File: src/hw/rtl/edma_pkg.sv
// ----------------------------------------------------------------------------
// edma_pkg
// Shared types, constants and the microcode table of the echo distance filter.
// ----------------------------------------------------------------------------
package edma_pkg;

	localparam int WINDOW   = 5;
	localparam int TICKS_W  = 16;
	localparam int DIST_W   = 10;
	localparam int SAMP_W   = 3;
	localparam int DIV_W    = 16;
	localparam int ITER_W   = $clog2(DIV_W);
	localparam int POS_W    = (WINDOW > 1) ? $clog2(WINDOW) : 1;
	localparam int CNT_W    = $clog2(WINDOW + 1);
	localparam int SUM_W    = $clog2(WINDOW * ((1 << DIST_W) - 1) + 1);
	localparam int CFG_IDX_W = 2;
	localparam int CFG_DATA_W = 16;
	localparam int STEP_W   = 3;

	localparam logic [TICKS_W-1:0] TICKS_PER_CM_RST = TICKS_W'(117);
	localparam logic [DIST_W-1:0]  MAX_RANGE_CM_RST = DIST_W'(400);

	// register indexes
	localparam logic [CFG_IDX_W-1:0] REG_TICKS_PER_CM = CFG_IDX_W'(0);
	localparam logic [CFG_IDX_W-1:0] REG_MAX_RANGE_CM = CFG_IDX_W'(1);

	// datapath operations
	localparam logic [2:0] OP_NOP       = 3'd0;
	localparam logic [2:0] OP_LOAD_ECHO = 3'd1;
	localparam logic [2:0] OP_DIV_STEP  = 3'd2;
	localparam logic [2:0] OP_RANGE     = 3'd3;
	localparam logic [2:0] OP_ACC       = 3'd4;
	localparam logic [2:0] OP_LOAD_AVG  = 3'd5;
	localparam logic [2:0] OP_EMIT      = 3'd6;

	// hold conditions: the step repeats while its condition is true
	localparam logic [2:0] COND_NEVER    = 3'd0;
	localparam logic [2:0] COND_NO_IN    = 3'd1;
	localparam logic [2:0] COND_DIV_MORE = 3'd2;
	localparam logic [2:0] COND_ACC_MORE = 3'd3;
	localparam logic [2:0] COND_OUT_BUSY = 3'd4;

	// program steps
	localparam logic [STEP_W-1:0] STEP_WAIT  = STEP_W'(0);
	localparam logic [STEP_W-1:0] STEP_DIV1  = STEP_W'(1);
	localparam logic [STEP_W-1:0] STEP_RANGE = STEP_W'(2);
	localparam logic [STEP_W-1:0] STEP_ACC   = STEP_W'(3);
	localparam logic [STEP_W-1:0] STEP_LOAD  = STEP_W'(4);
	localparam logic [STEP_W-1:0] STEP_DIV2  = STEP_W'(5);
	localparam logic [STEP_W-1:0] STEP_EMIT  = STEP_W'(6);

	typedef struct packed {
		logic [2:0]        op;
		logic [2:0]        hold;
		logic [STEP_W-1:0] next;
	} ucode_t;

	typedef struct packed {
		logic [2:0] op;
	} dp_ctrl_t;

	typedef struct packed {
		logic no_in;
		logic div_last;
		logic acc_last;
		logic out_blocked;
	} dp_stat_t;

	typedef struct packed {
		logic [TICKS_W-1:0] ticks_per_cm;
		logic [DIST_W-1:0]  max_range_cm;
	} cfg_t;

	function automatic ucode_t ucode_rom(input logic [STEP_W-1:0] step);
		ucode_t uc;
		case (step)
			STEP_WAIT:  uc = '{op: OP_LOAD_ECHO, hold: COND_NO_IN,    next: STEP_DIV1};
			STEP_DIV1:  uc = '{op: OP_DIV_STEP,  hold: COND_DIV_MORE, next: STEP_RANGE};
			STEP_RANGE: uc = '{op: OP_RANGE,     hold: COND_NEVER,    next: STEP_ACC};
			STEP_ACC:   uc = '{op: OP_ACC,       hold: COND_ACC_MORE, next: STEP_LOAD};
			STEP_LOAD:  uc = '{op: OP_LOAD_AVG,  hold: COND_NEVER,    next: STEP_DIV2};
			STEP_DIV2:  uc = '{op: OP_DIV_STEP,  hold: COND_DIV_MORE, next: STEP_EMIT};
			STEP_EMIT:  uc = '{op: OP_EMIT,      hold: COND_OUT_BUSY, next: STEP_WAIT};
			default:    uc = '{op: OP_NOP,       hold: COND_NEVER,    next: STEP_WAIT};
		endcase
		return uc;
	endfunction

endpackage

File: src/hw/rtl/edma_seq.sv
// ----------------------------------------------------------------------------
// edma_seq
// Step counter and microcode table; issues one control word per cycle.
// ----------------------------------------------------------------------------
module edma_seq (
	input  logic              clk,
	input  logic              arst_n,
	input  edma_pkg::dp_stat_t stat,
	output edma_pkg::dp_ctrl_t ctrl
);
	import edma_pkg::*;

	logic [STEP_W-1:0] step_q;
	ucode_t            uc;
	logic              hold;

	assign uc = ucode_rom(step_q);
	assign ctrl.op = uc.op;

	always_comb begin
		case (uc.hold)
			COND_NEVER:    hold = 1'b0;
			COND_NO_IN:    hold = stat.no_in;
			COND_DIV_MORE: hold = !stat.div_last;
			COND_ACC_MORE: hold = !stat.acc_last;
			COND_OUT_BUSY: hold = stat.out_blocked;
			default:       hold = 1'b0;
		endcase
	end

	always_ff @(posedge clk or negedge arst_n) begin
		if (!arst_n) begin
			step_q <= STEP_WAIT;
		end else if (!hold) begin
			step_q <= uc.next;
		end
	end

	// an accepted beat always starts the first division
	a_accept_to_div: assert property (@(posedge clk) disable iff (!arst_n)
		(uc.op == OP_LOAD_ECHO && !stat.no_in) |=> step_q == STEP_DIV1)
		else $error("accepted beat did not start division");

endmodule

File: src/hw/rtl/edma_dp.sv
// ----------------------------------------------------------------------------
// edma_dp
// Datapath: shared restoring divider, distance ring, accumulator, output stage.
// ----------------------------------------------------------------------------
module edma_dp (
	input  logic                        clk,
	input  logic                        arst_n,
	input  edma_pkg::dp_ctrl_t          ctrl,
	output edma_pkg::dp_stat_t          stat,
	input  edma_pkg::cfg_t              cfg,
	input  logic                        in_valid,
	output logic                        in_ready,
	input  logic [edma_pkg::TICKS_W-1:0] echo_ticks,
	output logic                        out_valid,
	input  logic                        out_ready,
	output logic [edma_pkg::DIST_W-1:0] average_cm,
	output logic [edma_pkg::DIST_W-1:0] raw_cm,
	output logic [edma_pkg::SAMP_W-1:0] samples_used
);
	import edma_pkg::*;

	// divider
	logic [DIV_W-1:0]  dvd_q;
	logic [DIV_W-1:0]  rem_q;
	logic [DIV_W-1:0]  dvs_q;
	logic [ITER_W-1:0] iter_q;
	logic [DIV_W:0]    rs;
	logic [DIV_W+1:0]  diff;
	logic              ge;

	// ring and averaging
	logic [DIST_W-1:0] ring_q [WINDOW];
	logic [POS_W-1:0]  pos_q;
	logic              full_q;
	logic [POS_W-1:0]  idx_q;
	logic [SUM_W-1:0]  sum_q;
	logic [CNT_W-1:0]  count;
	logic [DIST_W-1:0] raw_q;
	logic [DIST_W-1:0] raw_next;

	// output stage
	logic              out_valid_q;
	logic [DIST_W-1:0] avg_out_q;
	logic [DIST_W-1:0] raw_out_q;
	logic [SAMP_W-1:0] samp_out_q;
	logic              out_blocked;
	logic              in_beat;

	assign in_ready    = (ctrl.op == OP_LOAD_ECHO);
	assign in_beat     = in_valid && in_ready;
	assign out_blocked = out_valid_q && !out_ready;

	assign rs   = {rem_q, dvd_q[DIV_W-1]};
	assign diff = {1'b0, rs} - {2'b00, dvs_q};
	assign ge   = !diff[DIV_W+1];

	assign count = full_q ? CNT_W'(WINDOW) : CNT_W'(pos_q);

	// zero divisor or out-of-range quotient gives no distance
	assign raw_next = (cfg.ticks_per_cm == '0 || dvd_q > DIV_W'(cfg.max_range_cm)) ?
		'0 : dvd_q[DIST_W-1:0];

	assign stat.no_in       = !in_valid;
	assign stat.div_last    = (iter_q == ITER_W'(DIV_W - 1));
	assign stat.acc_last    = (CNT_W'(idx_q) == count - CNT_W'(1));
	assign stat.out_blocked = out_blocked;

	always_ff @(posedge clk or negedge arst_n) begin
		if (!arst_n) begin
			pos_q       <= '0;
			full_q      <= 1'b0;
			iter_q      <= '0;
			idx_q       <= '0;
			out_valid_q <= 1'b0;
		end else begin
			// a new beat may replace one taken at the same edge
			if (ctrl.op == OP_EMIT && !out_blocked)
				out_valid_q <= 1'b1;
			else if (out_valid_q && out_ready)
				out_valid_q <= 1'b0;
			case (ctrl.op)
				OP_LOAD_ECHO: begin
					iter_q <= '0;
				end
				OP_DIV_STEP: begin
					iter_q <= iter_q + ITER_W'(1);
				end
				OP_RANGE: begin
					idx_q <= '0;
					if (pos_q == POS_W'(WINDOW - 1)) begin
						pos_q  <= '0;
						full_q <= 1'b1;
					end else begin
						pos_q <= pos_q + POS_W'(1);
					end
				end
				OP_ACC: begin
					idx_q <= idx_q + POS_W'(1);
				end
				OP_LOAD_AVG: begin
					iter_q <= '0;
				end
				default: begin
				end
			endcase
		end
	end

	always_ff @(posedge clk) begin
		case (ctrl.op)
			OP_LOAD_ECHO: begin
				if (in_beat) begin
					dvd_q <= echo_ticks;
					dvs_q <= cfg.ticks_per_cm;
					rem_q <= '0;
				end
			end
			OP_DIV_STEP: begin
				rem_q <= ge ? diff[DIV_W-1:0] : rs[DIV_W-1:0];
				dvd_q <= {dvd_q[DIV_W-2:0], ge};
			end
			OP_RANGE: begin
				ring_q[pos_q] <= raw_next;
				raw_q         <= raw_next;
				sum_q         <= '0;
			end
			OP_ACC: begin
				sum_q <= sum_q + SUM_W'(ring_q[idx_q]);
			end
			OP_LOAD_AVG: begin
				dvd_q <= DIV_W'(sum_q);
				dvs_q <= DIV_W'(count);
				rem_q <= '0;
			end
			OP_EMIT: begin
				if (!out_blocked) begin
					avg_out_q  <= dvd_q[DIST_W-1:0];
					raw_out_q  <= raw_q;
					samp_out_q <= SAMP_W'(count);
				end
			end
			default: begin
			end
		endcase
	end

	assign out_valid    = out_valid_q;
	assign average_cm   = avg_out_q;
	assign raw_cm       = raw_out_q;
	assign samples_used = samp_out_q;

	a_count_nonzero: assert property (@(posedge clk) disable iff (!arst_n)
		(ctrl.op == OP_ACC) |-> count != '0)
		else $error("averaging over an empty window");

	// a mean never exceeds its largest entry, so the quotient fits the field
	a_avg_fits: assert property (@(posedge clk) disable iff (!arst_n)
		(ctrl.op == OP_EMIT && !out_blocked) |-> dvd_q[DIV_W-1:DIST_W] == '0)
		else $error("average quotient wider than field");

	a_valid_from_emit: assert property (@(posedge clk) disable iff (!arst_n)
		$rose(out_valid_q) |-> $past(ctrl.op) == OP_EMIT)
		else $error("result raised outside emit step");

endmodule

File: src/hw/rtl/echo_distance_moving_average.sv
// ----------------------------------------------------------------------------
// echo_distance_moving_average
// Echo pulse length to distance in cm, averaged over a ring of recent samples.
//
//   port group      dir  handshake           payload
//   in              in   in_valid/in_ready   echo_ticks
//   out             out  out_valid/out_ready average_cm, raw_cm, samples_used
//   cfg             in   cfg_we              cfg_index, cfg_data
//
// One item at a time: each result takes two 16-step passes of the shared
// bit-serial divider, and the average is taken over 1..5 entries.
// The next beat is taken as soon as the result sits in the output register.
// Reset clears the step counter, ring position and warm-up flag; config
// registers return to 117 ticks/cm and 400 cm. A stalled output holds the
// sequencer at its emit step.
// ----------------------------------------------------------------------------
module echo_distance_moving_average (
	input  logic                           clk,
	input  logic                           arst_n,
	input  logic                           cfg_we,
	input  logic [edma_pkg::CFG_IDX_W-1:0] cfg_index,
	input  logic [edma_pkg::CFG_DATA_W-1:0] cfg_data,
	input  logic                           in_valid,
	output logic                           in_ready,
	input  logic [edma_pkg::TICKS_W-1:0]   echo_ticks,
	output logic                           out_valid,
	input  logic                           out_ready,
	output logic [edma_pkg::DIST_W-1:0]    average_cm,
	output logic [edma_pkg::DIST_W-1:0]    raw_cm,
	output logic [edma_pkg::SAMP_W-1:0]    samples_used
);
	import edma_pkg::*;

	cfg_t     cfg_q;
	dp_ctrl_t ctrl;
	dp_stat_t stat;

	always_ff @(posedge clk or negedge arst_n) begin
		if (!arst_n) begin
			cfg_q.ticks_per_cm <= TICKS_PER_CM_RST;
			cfg_q.max_range_cm <= MAX_RANGE_CM_RST;
		end else if (cfg_we) begin
			case (cfg_index)
				REG_TICKS_PER_CM: cfg_q.ticks_per_cm <= cfg_data[TICKS_W-1:0];
				REG_MAX_RANGE_CM: cfg_q.max_range_cm <= cfg_data[DIST_W-1:0];
				default: begin
				end
			endcase
		end
	end

	edma_seq u_seq (
		.clk    (clk),
		.arst_n (arst_n),
		.stat   (stat),
		.ctrl   (ctrl)
	);

	edma_dp u_dp (
		.clk          (clk),
		.arst_n       (arst_n),
		.ctrl         (ctrl),
		.stat         (stat),
		.cfg          (cfg_q),
		.in_valid     (in_valid),
		.in_ready     (in_ready),
		.echo_ticks   (echo_ticks),
		.out_valid    (out_valid),
		.out_ready    (out_ready),
		.average_cm   (average_cm),
		.raw_cm       (raw_cm),
		.samples_used (samples_used)
	);

endmodule
File: config.mk
export PLATFORM = sky130hd
export DESIGN_NAME = echo_distance_moving_average
export DESIGN_NICKNAME = d
export VERILOG_FILES = /design/src/hw/rtl/edma_pkg.sv /design/src/hw/rtl/edma_seq.sv /design/src/hw/rtl/edma_dp.sv /design/src/hw/rtl/echo_distance_moving_average.sv
export SDC_FILE = /design/constraint.sdc
export NUM_CORES = 1
export LEC_CHECK = 0
export ABC_AREA = 1
export CAP_MARGIN = 40
export CORE_MARGIN = 2
export CORE_UTILIZATION = 60
export CTS_CLUSTER_DIAMETER = 30
export DETAILED_ROUTE_END_ITERATION = 10
export DONT_BUFFER_PORTS = 1
export GPL_ROUTABILITY_DRIVEN = 0
export GPL_TIMING_DRIVEN = 0
export PLACE_DENSITY = 0.76
export SYNTH_ARGS = -nofsm -noshare
export SYNTH_HDL_FRONTEND = slang
export SYNTH_HIERARCHICAL = 1
export SYNTH_SLANG_ARGS = --single-unit
File: constraint.sdc
create_clock -name clk -period 4.33 [get_ports clk]
set_input_delay 0.433 -clock clk [delete_from_list [all_inputs] [get_ports clk]]
set_output_delay 0.433 -clock clk [all_outputs]
set_load 0.01 [all_outputs]
==> metrics.txt, run 1 <==
status=completed; Final nets=1158; final setup fails=0; Ant. Diodes=0; Hold Fails Final Rpt=0; clock buffer depth=2; CTS tree=done; remaining routing DRC violations=0; first-pass GRT wire length=32300 microns; fillers=1285; Slew Limit Fails=0; crit path to=u_dp/ring_q[2][6]; Total GRT Usage=25.3%; I/O pins=64; I/O Buffers=0; DP HPWL=15500 microns; post-CTS setup buffers=0; Slew HR=50.2%; initial core utilization=60.7%; most frequent cells in the layout=nand2_1 (286), edfxtp_1 (144), inv_1 (131), nor2_1 (131), nand3_1 (56); Synth Area in Simple Gates=22.9%; largest net degree at the start of global routing=42; Logic pwr share=47.7%; mapped cell area=0.00954 sq mm; Hold Crit Depth=2; Switching Share=44.0%; Crit Path Max Fanout=8; maxcap violations=0; layout cell share with drive strength beyond 1=8.91%; # rows=46; CP arrival=3220 ps; vias in the first global route=6321; maximum VDD drop=0.000404 V; most common cell after layout, fill and taps aside=nand2_1; Seq/Total Area, Yosys=56.2%; Pre-antenna DRT Iters=5; FFs w/ async S/R, synth=22.2%; hold_buf cts=2; Setup Skew=10.3 ps; syn_nets=1128; clock share of power=17.3%; main combinational cell family by area after synthesis=simple AND/OR/NAND/NOR gates; post-synthesis mux area share=0%; Root Buffer=clkbuf_16; FF-to-FF End=u_dp/ring_q[2][6]; R2R cell count=11; RR Startpoint=u_seq/step_q[1]; crit path kind=reg2reg; Total Power=9.18 mW; crit path launch=u_seq/step_q[1]; Die X=130 microns; Worst-Skew Late Latency=440 ps; minimum clock period=3070 ps; die height=130 microns; remaining antenna violation count=0; largest cells by area after synthesis=edfxtp_1 (45%), nand2_1 (11%), dfrtp_1 (8.7%); final std cells w/o fill=1305; fmax=325 MHz; Via-to-Cell Ratio=5.36; post-synthesis xor/xnor area fraction=0.918%; H-tree depth=4; clk slew on worst S/H paths=70 ps; Leak=4.74 nW; fin worst setup slack=1260 ps; Cell Pwr Density=867 mW/mm^2; YS warnings=6; Crit. End Element=flip-flop; area occupied by multi-input gates=0.00351 sq mm; Gate Count Post-Synth=1046; Worst-Margin Slew=747 ps; Area growth syn-to-layout=11.0%; post-synth top area cell=edfxtp_1; post-cts sizing count=0; synth unique cells=41; Synth Register Bits=185; Post-synth top flop=edfxtp_1; initial drt markers=521; Place WS=1230 ps; Worst Setup Start Kind=flip-flop; min-delay worst type=in2reg; Storage cell area=0.00536 sq mm; total number of vias=7001; Reg2Reg Setup Slack=1260 ps; CTS buffer count=17; total grt overflow=0; fin util=67.4%; Die ar.=0.0169 sq mm; initial antenna violation count=0; wire length per cell=15.6 microns; P_sw=4.03 mW; clock sinks=185; relative contribution of sequential cells to total power=34.9%; Post-Synth Adder-Cell Area=5.80%; cell-internal power=5.14 mW; Post-synth EDFFs=144; post-synthesis compound-gate area fraction=6.83%; required time worst endpoint=4470 ps; share of the synthesized area in the top cell type=45.3%; unrepaired setup endpoints after global routing=no; core region area=0.0157 sq mm; final wirelength=20400 microns; placed insts=1271; Tcrit/Tclk final=71.0%; syn avg cell area=9.12 sq um
## Yosys cell counts, types with 3 or more instances
| master | n |
|---|---|
| nor4_1 | 7 |
| o21ai_0 | 48 |
| inv_1 | 131 |
| a31oi_1 | 12 |
| nand4_1 | 19 |
| nor2_1 | 132 |
| nand3_1 | 56 |
| a22oi_1 | 11 |
| o22ai_1 | 3 |
| buf_2 | 7 |
| nand2_2 | 6 |
| clkbuf_1 | 9 |
| nor2_2 | 4 |
| buf_1 | 3 |
| edfxtp_1 | 144 |
| a21oi_1 | 30 |
| xnor2_1 | 9 |
| nand2_1 | 286 |
| dfrtp_1 | 33 |
| inv_2 | 7 |
| ha_1 | 41 |
| dfstp_2 | 8 |
| nor3_1 | 5 |
| buf_6 | 4 |
| buf_4 | 7 |
| nand3_2 | 3 |
| o21bai_1 | 3 |
## state kept, by name, summed over array words and instances (netlist names)
register           cells
u_dp/raw_q            10
u_dp/out_valid         1
u_dp/full_q            1
u_dp/ring_q           50
u_dp/samples_used      3
u_dp/average_cm       10
u_dp/idx_q             3
u_dp/rem_q            16
u_dp/sum_q            13
u_dp/dvd_q            16
u_dp/pos_q             3
u_dp/iter_q            4
u_dp/raw_cm           10
cfg_q                 26
u_dp/dvs_q            16
u_seq/step_q           3
## final cells by class
| class | instances | share of cell area (%) |
|---|---|---|
| Clock inverter | 15 | 1.83 |
| Multi-Input combinational cell | 692 | 33.2 |
| Tap cell | 216 | 2.55 |
| Timing Repair Buffer | 11 | 1.17 |
| Clock buffer | 17 | 4.02 |
| Buffer | 30 | 1.68 |
| Inverter | 139 | 4.93 |
| Sequential cell | 185 | 50.6 |
## metal layers
layer	vias to the layer above	track usage, %	wire length [microns]	part of all wire [%]
met5	-	0	0	0
met4	0	8.16	359	1.8
met3	25	6.60	1300	6.4
met2	205	37.7	9030	44
met1	3230	36.5	9670	47
li1	3541	-	-	-
## power by group through the flow
stage	Clock [mW]	Combinational [mW]	Sequential, mW
after global routing	1.70	4.95	3.27
after detailed placement	0	4.30	3.23
after floorplan	0	3.25	3.11
after CTS	1.62	4.35	3.20
final	1.59	4.38	3.20
after global placement	0	4.06	3.24
## critical path, stage by stage, from the launching register on
cell     delay (ps)
dfrtp_1         460
nand2_1         100
inv_1            60
nor2_1           80
nand2_1          70
o21ai_0          80
buf_4           160
inv_1            60
nor3_2          520
inv_1           300
nor3_1          570
buf_2           320
## through the flow
step / cell area [sq um] / hold slack, ps / setup TNS, ps
after detailed placement: 9940 / 139 / 0
after global routing: 10600 / 69.5 / 0
after floorplan: 9540 / 137 / 0
final: 10600 / 95.9 / 0
after global placement: 9810 / 139 / -5320
after CTS: 10600 / 77.1 / 0
## how the worst min path moves through the flow
stage,slack [ps],to,startpoint
detailed placement,140,u_dp/idx_q[0],arst_n
global placement,140,u_dp/pos_q[2],arst_n
CTS,80,u_dp/out_valid,out_ready
floorplan,140,cfg_q[0],arst_n
finish,100,cfg_q[16],cfg_data[6]
global route,70,u_dp/out_valid,out_ready
## cells by family after synthesis
logic type | count (synthesis)
AO/OA/AOI/OAI | 115
flip-flops | 185
buffers and inverters | 169
adder cells (fa/ha/maj) | 43
XOR/XNOR | 10
AND/OR/NAND/NOR | 524
(Power assumes the default switching activity.)
==> run 2: changes to the inputs <==
--- a/config.mk
+++ b/config.mk
@@ -5,7 +5,7 @@
 export SDC_FILE = /design/constraint.sdc
 export NUM_CORES = 1
 export LEC_CHECK = 0
-export ABC_AREA = 1
+export ABC_AREA = 0
 export CAP_MARGIN = 40
 export CORE_MARGIN = 2
 export CORE_UTILIZATION = 60
==> constraint.sdc (replaced) <==
create_clock -name clk -period 3 [get_ports clk]
set_input_delay 0.3 -clock clk [delete_from_list [all_inputs] [get_ports clk]]
set_output_delay 0.3 -clock clk [all_outputs]
set_load 0.01 [all_outputs]
==> run 2 against run 1 <==
Effect of this change: the run now ends with setup timing left; via count fell by 21%; largest power group is now registers; core utilization up 1.4 points; die area fell by 6.0%; clock power up 35%; highest routed layer unchanged; critical path type unchanged.
==> metrics.txt, run 2 <==
cell area after layout=0.0100 sq mm (-5.5%); fillers=1007 (-22%); Leak=3.86 nW (-19%); layout cell share with drive strength beyond 1=19.5% (+11 points); CP Cell Sequence=mux4_2, mux2_4, ha_4, fa_2, a21o_1, a21o_1, a2111oi_4, nor2_2, a31oi_4, xor2_1, nor2_1; Storage cell area=0.00536 sq mm (about the same); Critical path buffers and inverters=0 (-5); status=complete, but fails checks; Die X=126 microns (-3.1%); Crit Path Max Fanout=4 (-4); Pre-antenna DRT Iters=6 (+1); largest cells by area after synthesis=edfxtp_1 (48%), dfrtp_1 (9.2%), ha_1 (5.7%); total grt overflow=0 (unchanged); min-delay worst type=in2reg; YS warnings=6 (unchanged); CTS buffer count=17 (unchanged); remaining antenna violation count=0 (unchanged); # rows=44 (-4.3%); clk slew on worst S/H paths=70 ps (about the same); Gate Count Post-Synth=677 (-35%); Root Buffer=clkbuf_16; met2 global-route usage=37.4% (-0.28 points); core region area=0.0145 sq mm (-7.5%); fin util=68.8% (+1.4 points); I/O pins=64 (unchanged); Post-synth EDFFs=144 (unchanged); Seq/Total Area, Yosys=59.9% (+3.7 points); maxcap violations=0 (unchanged); CTS tree=done; crit path kind=reg2reg; Top Usage Layer GRT=met2; Slew Limit Fails=0 (unchanged); share of the synthesized area in the top cell type=48.3% (+3.0 points); Slew HR=47.9% (-2.3 points); required time worst endpoint=3180 ps (-1290 ps); area occupied by multi-input gates=0.00338 sq mm (-3.8%); Tcrit/Tclk final=107% (+36 points); initial antenna violation count=0 (unchanged); Via-to-Cell Ratio=6.11 (+14%); CP dominant cell by count=a21o_1; dpl cell area=0.00929 sq mm (-6.5%); vias in the first global route=5574 (-12%); Final nets=792 (-32%); CP peak stage delay=530 ps (-40 ps); met3 usage=5.10% (-1.5 points); Die ar.=0.0159 sq mm (-6.0%); clock sinks=185 (unchanged); Hold Fails Final Rpt=0 (unchanged); Setup Skew=9.61 ps (-0.684 ps); number of flip-flops in the largest register=50 (unchanged); Cell Pwr Density=1070 mW/mm^2 (+24%); post-synth top area cell=edfxtp_1; GR Util met1=34.1% (-2.4 points); fmax=310 MHz (-4.7%); most common cell after layout, fill and taps aside=edfxtp_1; initial core utilization=61.6% (+0.84 points); DP HPWL=13500 microns (-13%); Total GRT Usage=24.2% (-1.1 points); Ant. Diodes=0 (unchanged); first-pass GRT wire length=29500 microns (-8.5%); initial drt markers=391 (-25%); total number of vias=5542 (-21%); Slowest cell on crit path=mux4_2; final wirelength=18700 microns (-8.2%); count leader, synth=edfxtp_1; most frequent cells in the layout=edfxtp_1 (144), nand2_1 (54), nor2_1 (40), ha_1 (40), inv_1 (37); delay-heaviest family, CP=compound AO/OA/AOI/OAI gates; syn_nets=759 (-33%); fin worst setup slack=-225 ps (-1480 ps); Post-synth top flop=edfxtp_1; Area growth syn-to-layout=11.8%; commonest cells in the netlist=edfxtp_1 (144), nand2_1 (55), nor2_1 (44), ha_1 (41), inv_1 (37); H-tree depth=4 (unchanged); I/O Buffers=0 (unchanged); crit path launch=u_dp/idx_q[0]; syn avg cell area=13.2 sq um (+45%); FFs w/ async S/R, synth=22.2% (unchanged); largest net degree at the start of global routing=42 (unchanged); Crit. End Element=flip-flop; mapped cell area=0.00895 sq mm (-6.2%); Most flops, register=u_dp/ring_q; synth unique cells=67 (+63%); minimum clock period=3220 ps (+150 ps); Place WS=-339 ps (-1570 ps); CP arrival=3400 ps (+180 ps); clock buffer depth=2 (unchanged); Worst-Margin Slew=775 ps (+27.7 ps); wire length per cell=20.6 microns (+32%); Worst Setup Start Kind=flip-flop; die height=126 microns (-3.1%); RR Startpoint=u_dp/idx_q[0]; top flop regs=u_dp/ring_q (50), cfg_q (26); maximum VDD drop=0.000596 V (+48%); final setup fails=6 (+6); Worst-Skew Late Latency=430 ps (about the same); Setup Total Neg Slack=-797 ps (-797 ps); Synth Register Bits=185 (unchanged); HP Start=cfg_data[10]; remaining routing DRC violations=0 (unchanged); unrepaired setup endpoints after global routing=yes; failing checks=setup timing
==> run 2: changes by cell type after synthesis, sizes merged, moves of 8 or more <==
cell	delta
a31oi	-10
and2	+24
o21ai	-17
nand4	-13
nand2	-237
mux4	+10
mux2i	+14
xor2	+13
nor2	-91
a21o	+8
inv	-101
nand3	-48
nor2b	+8
mux2	+36
==> run 2: path summary, 6_finish.rpt <==
| kind | to | slack [ps] | depth (start not counted) |
|---|---|---|---|
| worst min register to register | u_dp/raw_cm[1] | 420 | 0 |
| worst max register to register | u_dp/sum_q[10] | -220 | 11 |
| max in group asynchronous | cfg_q[14] | 2380 | 2 |
| worst max-delay path | u_dp/sum_q[10] | -220 | 11 |
| min in group asynchronous | u_dp/out_valid | 310 | 2 |
| worst min-delay path | cfg_q[20] | 20 | 1 |
==> run 2: logic make-up after synthesis <==
logic type | count (synthesis) | share of synthesized area (%)
simple gates | 185 | 10.3
mux | 60 | 8.62
compound gates | 113 | 8.83
buf+inv | 63 | 3.38
xor+xnor | 28 | 2.74
flops | 185 | 59.9
fa+ha+maj | 43 | 6.18
==> run 2: final cells by class <==
| type | instances | share of cell area [%] |
|---|---|---|
| inverters | 38 | 1.44 |
| repair buffers | 15 | 1.58 |
| plain buffers | 24 | 1.68 |
| clock buffers | 20 | 4.37 |
| flip-flops and latches | 185 | 53.6 |
| well taps | 184 | 2.30 |
| multi-input cells | 429 | 33.8 |
| clock inverters | 12 | 1.24 |
==> run 2: report_power, final <==
group          leakage [nW]  total [mW]  switching, mW  internal, mW
clock network         0.268        2.14          0.919          1.22
registers              1.82        4.33          0.529          3.80
logic                  1.77        4.26           2.47          1.79
total                  3.86        10.7           3.92          6.81
==> run 2: timing repair <==
item / 4_1_cts / 5_1_grt
pin swaps: 4 / 1
setup buffers: 4 / 1
hold buffers: 3 / 0
setup endpoints to repair: 42 / 53
resized for setup: 9 / 10
hold endpoints to repair: 42 / 0
==> run 2: stage by stage <==
stage,power (mW),cells,hold WS (ps)
after global placement,8.06,861,5.45
after floorplan,7.27,677,4.41
final,10.7,907,18.0
after CTS,10.7,906,0.535
after global routing,11.4,907,1.56
after detailed placement,8.40,868,5.34
==> run 2: routing by layer <==
layer / share of wire, % / vias to the layer above
met2: 48 / 190
met4: 2.3 / 0
met5: 0 / -
li1: - / 2555
met3: 6.1 / 34
met1: 44 / 2763
==> run 2: worst register-to-register path, delay by kind of cell, from the launching register on <==
family / cells / cell delay, ps
compound gates: 4 / 890
mux: 2 / 830
fa+ha+maj: 2 / 510
flops: 1 / 410
simple gates: 2 / 160
xor+xnor: 1 / 150
